## src/hdl/cfct_pkg.sv

```systemverilog
// shared types and constants for the client flow counter table
// used by cfct_front, cfct_back and client_flow_counter_table_core
package cfct_pkg;

  localparam int BUCKETS    = 1024;
  localparam int WAYS       = 4;
  localparam int COUNT_BITS = 32;

  localparam int BKT_BITS = $clog2(BUCKETS);
  localparam int WAY_BITS = (WAYS > 1) ? $clog2(WAYS) : 1;

  localparam int FQ_DEPTH    = 4;
  localparam int FQ_PTR_BITS = $clog2(FQ_DEPTH);
  localparam int FQ_CNT_BITS = $clog2(FQ_DEPTH + 1);

  localparam int OQ_DEPTH    = 2;
  localparam int OQ_PTR_BITS = $clog2(OQ_DEPTH);
  localparam int OQ_CNT_BITS = $clog2(OQ_DEPTH + 1);

  localparam logic [COUNT_BITS-1:0] CNT_MAX = '1;

  localparam logic OP_COUNT = 1'b0;
  localparam logic OP_CLOSE = 1'b1;

  typedef enum logic [1:0] {
    ST_COUNTED = 2'd0,
    ST_REMOVED = 2'd1,
    ST_UNKNOWN = 2'd2,
    ST_FULL    = 2'd3
  } status_t;

  typedef enum logic [1:0] {
    BS_CLEAR,
    BS_IDLE,
    BS_EXEC
  } back_state_t;

  typedef struct packed {
    logic                op;
    logic [31:0]         ip;
    logic [15:0]         port;
    logic [BKT_BITS-1:0] bucket;
  } q_item_t;

  typedef struct packed {
    logic                  vld;
    logic [31:0]           addr;
    logic [15:0]           port;
    logic [COUNT_BITS-1:0] cnt;
  } entry_t;

  typedef entry_t [WAYS-1:0] row_t;

  typedef struct packed {
    logic [31:0] count;
    status_t     status;
  } res_t;

endpackage

```

## src/hdl/cfct_front.sv

```systemverilog
// front end: accepts requests, computes the bucket and queues them for the back end
// depends on cfct_pkg
module cfct_front (
  input  logic               clk,
  input  logic               rst_n,
  input  logic               in_push,
  output logic               in_full,
  input  logic               in_op,
  input  logic [31:0]        in_src_ip,
  input  logic [15:0]        in_src_port,
  input  logic               clearing,
  output cfct_pkg::q_item_t  q_item,
  output logic               q_valid,
  input  logic               q_pop
);

  cfct_pkg::q_item_t                 fq_r [cfct_pkg::FQ_DEPTH];
  logic [cfct_pkg::FQ_PTR_BITS-1:0]  wr_ptr_r, wr_ptr_nxt;
  logic [cfct_pkg::FQ_PTR_BITS-1:0]  rd_ptr_r, rd_ptr_nxt;
  logic [cfct_pkg::FQ_CNT_BITS-1:0]  cnt_r, cnt_nxt;
  logic                              accept;
  logic                              do_pop;
  cfct_pkg::q_item_t                 new_item;

  assign in_full = clearing || (cnt_r == cfct_pkg::FQ_CNT_BITS'(cfct_pkg::FQ_DEPTH));
  assign accept  = in_push && !in_full;
  assign q_valid = (cnt_r != '0);
  assign do_pop  = q_pop && q_valid;
  assign q_item  = fq_r[rd_ptr_r];

  // bucket is the low bits of address xor port
  always_comb begin
    new_item.op     = in_op;
    new_item.ip     = in_src_ip;
    new_item.port   = in_src_port;
    new_item.bucket = cfct_pkg::BKT_BITS'(in_src_ip ^ {16'b0, in_src_port});
  end

  always_comb begin
    wr_ptr_nxt = wr_ptr_r;
    rd_ptr_nxt = rd_ptr_r;
    cnt_nxt    = cnt_r;
    if (accept) begin
      wr_ptr_nxt = (wr_ptr_r == cfct_pkg::FQ_PTR_BITS'(cfct_pkg::FQ_DEPTH - 1)) ?
                   '0 : wr_ptr_r + 1'b1;
    end
    if (do_pop) begin
      rd_ptr_nxt = (rd_ptr_r == cfct_pkg::FQ_PTR_BITS'(cfct_pkg::FQ_DEPTH - 1)) ?
                   '0 : rd_ptr_r + 1'b1;
    end
    if (accept && !do_pop) begin
      cnt_nxt = cnt_r + 1'b1;
    end else if (!accept && do_pop) begin
      cnt_nxt = cnt_r - 1'b1;
    end
  end

  always_ff @(posedge clk) begin
    if (!rst_n) begin
      wr_ptr_r <= '0;
      rd_ptr_r <= '0;
      cnt_r    <= '0;
    end else begin
      wr_ptr_r <= wr_ptr_nxt;
      rd_ptr_r <= rd_ptr_nxt;
      cnt_r    <= cnt_nxt;
    end
  end

  always_ff @(posedge clk) begin
    if (accept) begin
      fq_r[wr_ptr_r] <= new_item;
    end
  end

endmodule

```

## config.mk

```make
export PLATFORM = sky130hd
export DESIGN_NAME = cfct_front
export DESIGN_NICKNAME = d
export VERILOG_FILES = /design/src/hdl/cfct_pkg.sv /design/src/hdl/cfct_front.sv
export SDC_FILE = /design/constraint.sdc
export NUM_CORES = 1
export LEC_CHECK = 0
export BUFFER_PORTS_ARGS = -buffer_cell sky130_fd_sc_hd__buf_2
export CAP_MARGIN = 20
export CORE_MARGIN = 8
export CORE_UTILIZATION = 40
export CTS_CLUSTER_DIAMETER = 80
export CTS_CLUSTER_SIZE = 24
export DETAILED_ROUTE_END_ITERATION = 12
export SETUP_SLACK_MARGIN = 0.3
export SLEW_MARGIN = 20
export SYNTH_ARGS = -nofsm -noshare
export SYNTH_HDL_FRONTEND = slang
export SYNTH_SLANG_ARGS = --single-unit
```

## constraint.sdc

```tcl
create_clock -name clk -period 6.61 [get_ports clk]
set_clock_uncertainty 0.2 [all_clocks]
set_input_delay 1.322 -clock clk [delete_from_list [all_inputs] [get_ports clk]]
set_output_delay 1.322 -clock clk [all_outputs]
set_load 0.01 [all_outputs]
```

## Yosys cells after proc, flatten, opt, wreduce, memory -nomap -nowiden

Memories as Yosys holds them, arrays and structs flattened. A register that Yosys moved wholly into a read port is not among the register bits.
Index checks and enable logic that the tools add are counted.

| operators by class | value |
|---|---|
| add/subtract/negate cells | 4 |
| equality and inequality tests | 3 |
| multiplexer cells | 8 |
| bitwise gates (word level) | 1 |
| reduce and logical (&&, ||, !) cells | 10 |

Operator list:

| cell | number |
|---|---|
| $xor 10x10->10 | 1 |
| $mux 2 | 4 |
| $mux 3 | 2 |
| $add 2x1->2 const B | 2 |
| $eq 2x2->1 const B | 2 |
| $logic_and 1x1->1 | 4 |
| $add 3x1->3 const B | 1 |
| $eq 3x3->1 const B | 1 |
| $logic_not 1->1 | 3 |
| $reduce_bool 3->1 | 1 |
| $sub 3x1->3 const B | 1 |
| $mux 1 | 2 |
| $reduce_bool 2->1 | 1 |
| $logic_or 1x1->1 | 1 |

| word-level totals | value |
|---|---|
| flip-flop bits (word level) | 7 |
| RAM bits | 236 |
| bits of input ports | 54 |
| output and inout port bits | 61 |
| logic and storage cells | 30 |
| memories | 1 |

Memories:

| name | depth | width | rd ports | clocked after memory_dff | write ports | RTL line | RTL |
|---|---|---|---|---|---|---|---|
| fq_r | 4 | 59 | 1 | 1 | 1 | cfct_front.sv:17 | `cfct_pkg::q_item_t fq_r [cfct_pkg::FQ_DEPTH];` |

## Logic depth before layout (Yosys ltp)

Gate-level depths: netlist (run 1).

| logic depth | value |
|---|---|
| depth in word-level cells | 8 |
| depth in mapped cells | 8 |
| depth with buffers taken out | 8 |

## Worst setup path after synthesis (run 1)

Ideal clock, no wire load.

| timing path | value |
|---|---|
| path type | input to register |
| from | input clearing |
| to | memory fq_r[0][0] (netlist bit), enable pin |
| library setup time | 0.423 ns |
| arrival | 3.134 ns |
| data required time | 5.987 ns |
| path slack | 2.853 ns |
| cell stages on the path | 2 |
| buffers on the path | 0 |
| cells stage by stage | nor3b_2 and2_1 |

| between the ends | value |
|---|---|
| word-level cells in the longest chain between the ends | 5 |

Ends and longest elaborated chain:

| element | RTL line | RTL |
|---|---|---|
| start, declared | cfct_front.sv:11 | `input logic clearing,` |
| $logic_or 1x1->1 | cfct_front.sv:25 | `assign in_full = clearing \|\| (cnt_r == cfct_pkg::FQ_CNT_BITS'(cfct_pkg::FQ_DEPTH));` |
| $logic_not 1->1 | cfct_front.sv:26 | `assign accept = in_push && !in_full;` |
| $logic_and 1x1->1 | cfct_front.sv:26 |  |
| $mux 1 | cfct_front.sv:71 | `if (accept) begin` |
| $mux 1 (not written as such) | cfct_front.sv:72 | `fq_r[wr_ptr_r] <= new_item;` |
| end, declared | cfct_front.sv:17 |  |

No other way between the ends.

==> results of run 1 <==
per-layer routing:
metal  share of wire  up-vias  routed length [um]
li1                -     1774                   -
met1            0.43     2088                7040
met2            0.50       98                8120
met4           0.020        4                 321
met5          0.0011        -                  18
met3           0.050       26                 823
cell families (layout without fill, tap and decap cells):
family / count (synthesis) / count (layout) / synth area share
flops: 245 / 245 / 0.799
mux: 62 / 62 / 0.149
simple gates: 21 / 21 / 0.0128
buf+inv: 18 / 139 / 0.0139
xor+xnor: 12 / 12 / 0.0116
fa+ha+maj: 7 / 7 / 0.0105
compound gates: 5 / 5 / 0.00330
cells in the mapped netlist:
library cell / instances / area share
or2_2: 1 / 0.00069
nand2_1: 6 / 0.0025
xnor2_1: 1 / 0.00096
and2_1: 5 / 0.0034
fa_1: 1 / 0.0022
clkbuf_1: 5 / 0.0021
buf_4: 4 / 0.0033
nand3_1: 2 / 0.0011
mux4_2: 59 / 0.15
nor3b_1: 1 / 0.00083
inv_1: 3 / 0.0012
nor3b_2: 1 / 0.0014
nor2_1: 2 / 0.00083
ha_1: 6 / 0.0083
or3_1: 2 / 0.0014
edfxtp_1: 236 / 0.78
mux2i_1: 3 / 0.0033
o21ai_0: 3 / 0.0016
o31ai_1: 1 / 0.00083
a21boi_0: 1 / 0.00083
xor2_1: 11 / 0.011
buf_6: 1 / 0.0012
dfxtp_1: 9 / 0.020
nor2b_1: 1 / 0.00069
buf_2: 3 / 0.0016
buf_12: 2 / 0.0044
flip-flops by register name, summed over array words and instances (netlist names), named ones only:
| name | cells |
|---|---|
| fq_r | 236 |
| rd_ptr_r | 2 |
| wr_ptr_r | 2 |
| cnt_r | 3 |
final cells by class:
cell class / count / area [um2] / area share
inverter: 3 / 11.3 / 0.00109
clock buffer: 17 / 383 / 0.0370
tap: 285 / 357 / 0.0345
multi-input combinational: 107 / 1720 / 0.166
sequential: 245 / 7270 / 0.703
clock inverter: 4 / 27.5 / 0.00266
timing repair buffer: 115 / 578 / 0.0559
worst paths after layout:
check	start	to	slack [ps]	cells after the start
worst min register to register	wr_ptr_r[1]	wr_ptr_r[1]	310	2
worst min-delay path	wr_ptr_r[1]	wr_ptr_r[1]	310	2
worst max-delay path	flip-flop	q_item[43]	2440	3
worst max register to register	cnt_r[0]	cnt_r[2]	3870	7
report_power, final:
group	leakage [nW]	internal [mW]	switching (mW)	total, mW
clock network	0.192	0.417	0.465	0.883
logic	0.948	0.372	0.308	0.680
registers	2.22	1.79	0.114	1.91
metrics by stage:
| stage | instance area, um2 | hold WS (ps) | instances | utilization | setup WS (ps) |
|---|---|---|---|---|---|
| final | 10300 | 310 | 776 | 0.460 | 2440 |
| after global routing | 10300 | 357 | 776 | 0.460 | 2140 |
| after CTS | 10300 | 312 | 776 | 0.460 | 2260 |
| after detailed placement | 9940 | 300 | 755 | 0.442 | 2790 |
| after global placement | 9940 | 275 | 755 | 0.442 | 2800 |
| after floorplan | 9100 | 268 | 370 | - | 2850 |
critical path: stages, from the launching register on:
cell and delay [ps]:
dfxtp_4 900, buf_4 530, mux4_2 580, buf_2 160
==> flow_summary.json, run 1 <==
{
  "num_antenna_cells": 0,
  "crit_fanout": 39,
  "gr-total-overflow": 0,
  "place_congestion": 0.672,
  "drt_iter0_markers": 248,
  "grt-busiest-layer": "met2",
  "finalSetupTns_ps": 0,
  "p_per_area_mw_per_mm2": 335,
  "drc": 0,
  "cts_buffer_depth": 3,
  "firstDrtPassIters": 4,
  "seq_area_frac_synth": 0.799,
  "avgSynthCellArea_um2": 24.6,
  "port_buffers": 114,
  "yosys_register_bits": 245,
  "status": "complete, no violations",
  "cts_setup_buffers": 0,
  "io_pins": 115,
  "core_area_mm2": 0.0225,
  "cp-end-kind": "primary output",
  "fin_crit_ps": 4170,
  "post_cts_resized": 0,
  "worstPathRequired_ps": 5090,
  "h-tree-depth": 1,
  "fp.dieH_um": 167,
  "startpoint_type": "flip-flop",
  "cts_tree": "built",
  "cts_root_buf": "clkbuf_16",
  "gr-usage-met2": 0.199,
  "hold_viol": 0,
  "clkLatencyLatePin_ps": 470,
  "drv_cap": 0,
  "grt_pass1_vias": 4547,
  "finalCritPeriodShare": 0.632,
  "start_util": 0.404,
  "postCtsHoldBufs": 0,
  "die-area_mm2": 0.0278,
  "rsz0062_at_grt": "false",
  "power_mw": 3.47,
  "syn_nets": 431,
  "setup_viol": 0,
  "syn_area_mm2": 0.00910,
  "antenna_left": 0,
  "wire_per_inst_um": 21.0,
  "max_freq_mhz": 240,
  "final_common_cell": "edfxtp_1",
  "routed_wirelength_um": 16300,
  "p_leak_nw": 3.36,
  "die_x_um": 167,
  "finalNetCount": 547,
  "crit_type": "reg2out",
  "numCtsBuffers": 14,
  "path_clk_slew_ps": 90,
  "grt_pass1_wl_um": 25800,
  "grtUsageTotal": 0.118,
  "rows": 55,
  "slew_headroom": 0.360,
  "max_slew.worst_pin.slew_ps": 961,
  "vias_per_cell": 5.14,
  "hold_class": "reg2reg",
  "ys_warn_count": 0,
  "grt_antenna_before_repair": 2,
  "fillers": 1877,
  "synth_cell_type_count": 26,
  "cp.arrival_ps": 2650,
  "drive_gt1_frac": 0.409,
  "vias": 3990,
  "grt_use_met1": 0.153,
  "final_cell_mix": "edfxtp_1, buf_2, mux4_2, clkbuf_16, xor2_1",
  "cts_sinks": 245,
  "met3_usage": 0.0284,
  "ir_worst_vdd_uv": 154,
  "area_growth_pct": 13.7,
  "syn_inst": 370,
  "slew_viol_final": 0,
  "grt_max_degree": 60
}
Power figures use the tool's default switching activity.
==> run 2, diff against run 1 <==
==> constraint.sdc (replaced) <==
create_clock -name clk -period 3.45 [get_ports clk]
set_clock_uncertainty 0.2 [all_clocks]
set_input_delay 0.69 -clock clk [delete_from_list [all_inputs] [get_ports clk]]
set_output_delay 0.69 -clock clk [all_outputs]
set_load 0.01 [all_outputs]
==> flow_summary.json, run 2 (same netlist as run 1, synthesis figures left out) <==
{
  "status": "complete, no violations",
  "place_congestion": 0.707,
  "reg2reg_slack_ps": 890,
  "worstPathRequired_ps": 2560,
  "rsz0062_at_grt": "false",
  "max_slew.worst_pin.slew_ps": 527,
  "start_util": 0.404,
  "post_cts_resized": 0,
  "grtUsageTotal": 0.122,
  "die_x_um": 167,
  "grt_pass1_vias": 4567,
  "grt_antenna_before_repair": 5,
  "finalSetupTns_ps": 0,
  "port_buffers": 114,
  "drc": 0,
  "num_antenna_cells": 0,
  "core_area_mm2": 0.0225,
  "pre_cts_ws_ps": 712,
  "reg2reg_from": "cnt_r[0]",
  "path_cells": "buf_4 -> mux4_2 -> buf_2",
  "antenna_left": 0,
  "fin_crit_ps": 2970,
  "cp_slowest_stage_delay_ps": 560,
  "die-area_mm2": 0.0278,
  "drive_gt1_frac": 0.417,
  "grt_pass1_wl_um": 26600,
  "place_hpwl_um": 10800,
  "io_pins": 115,
  "hp-start": "in_src_ip[25]",
  "gr-usage-met2": 0.201,
  "grt_use_met1": 0.155,
  "drv_cap": 0,
  "setup_viol": 0,
  "startpoint_type": "flip-flop",
  "hold_end": "fq_r[0][51]",
  "reg2regPathDepth": 7,
  "rows": 55,
  "postCtsHoldBufs": 0,
  "h-tree-depth": 1,
  "firstDrtPassIters": 4,
  "p_per_area_mw_per_mm2": 649,
  "met3_usage": 0.0409,
  "slew_viol_final": 0,
  "worst_slack_ps": 483,
  "finalNetCount": 557,
  "whs_path_depth": 1,
  "slowest_stage": "dfxtp_4",
  "largest_reg_flops": 236,
  "grt-busiest-layer": "met2",
  "cts_buffer_depth": 3,
  "cts_setup_buffers": 0,
  "hold_viol": 0,
  "cts_tree": "built",
  "final_common_cell": "edfxtp_1",
  "vias": 4081,
  "regMostFlops": "fq_r",
  "max_freq_mhz": 337,
  "finalCritPeriodShare": 0.860,
  "grt_max_degree": 48,
  "wire_per_inst_um": 21.6,
  "top_regs": "fq_r x236, cnt_r x3",
  "crit_type": "reg2out",
  "cts_sinks": 245,
  "cts_root_buf": "clkbuf_16",
  "drt_iter0_markers": 186,
  "crit_fanout": 15,
  "slew_headroom": 0.646,
  "fp.dieH_um": 167,
  "hold_class": "in2reg",
  "p_leak_nw": 3.45,
  "gr-total-overflow": 0,
  "vias_per_cell": 5.17,
  "cp-end-kind": "primary output",
  "final_cell_mix": "edfxtp_1, buf_2, mux4_2, clkbuf_16, xor2_1",
  "routed_wirelength_um": 17000,
  "cp.arrival_ps": 2080,
  "clkLatencyLatePin_ps": 470,
  "area_growth_pct": 15.6,
  "ir_worst_vdd_uv": 284,
  "r2r_end": "cnt_r[2]",
  "path_clk_slew_ps": 100,
  "numCtsBuffers": 14
}
-- run 2: layer usage --
layer  routed length (um)  vias up
met5                   59        -
met4                  212       10
met3                 1080       28
met2                 8240       90
met1                 7430     2157
li1                     -     1796
-- run 2: layout make-up --
| type | instances | area, um2 |
|---|---|---|
| repair buffers | 125 | 716 |
| clock buffers | 21 | 398 |
| well taps | 285 | 357 |
| multi-input cells | 107 | 1720 |
| fillers | 1831 | 12000 |
| flip-flops and latches | 245 | 7270 |
| inverters | 3 | 11.3 |
| clock inverters | 3 | 51.3 |
-- run 2: where the power goes --
part           total, mW  internal, mW  switching [mW]
Clock               1.80         0.893           0.909
Combinational       1.48         0.757           0.721
Sequential          3.55          3.43           0.117
Total               6.83          5.08            1.75
-- run 2: stage by stage --
stage / instance area [um2] / hold slack [ps] / std cells / power (mW) / util
after floorplan: 9100 / 268 / 370 / 4.60 / -
after global placement: 10100 / 280 / 765 / 5.12 / 0.448
after detailed placement: 10100 / 299 / 765 / 5.15 / 0.448
after CTS: 10500 / 202 / 789 / 6.94 / 0.468
after global routing: 10500 / 207 / 789 / 7.14 / 0.468
final: 10500 / 223 / 789 / 6.83 / 0.468
-- run 2: critical path: cells and delay by family, from the launching register on --
family / cells / cell delay [ps]
DFF: 1 / 560
muxes: 1 / 550
buffers and inverters: 2 / 490
-- run 2: how the worst max path moves through the flow --
stage / from / to / slack [ps] / cells after the start
after global placement: clearing / cnt_r[2] / 830 / 9
after CTS: flip-flop / q_item[6] / 410 / 3
after global routing: flip-flop / q_item[6] / 340 / 3
after detailed placement: clearing / cnt_r[2] / 710 / 9
final: flip-flop / q_item[6] / 480 / 3
after floorplan: clearing / fq_r[1][0] / 320 / 2
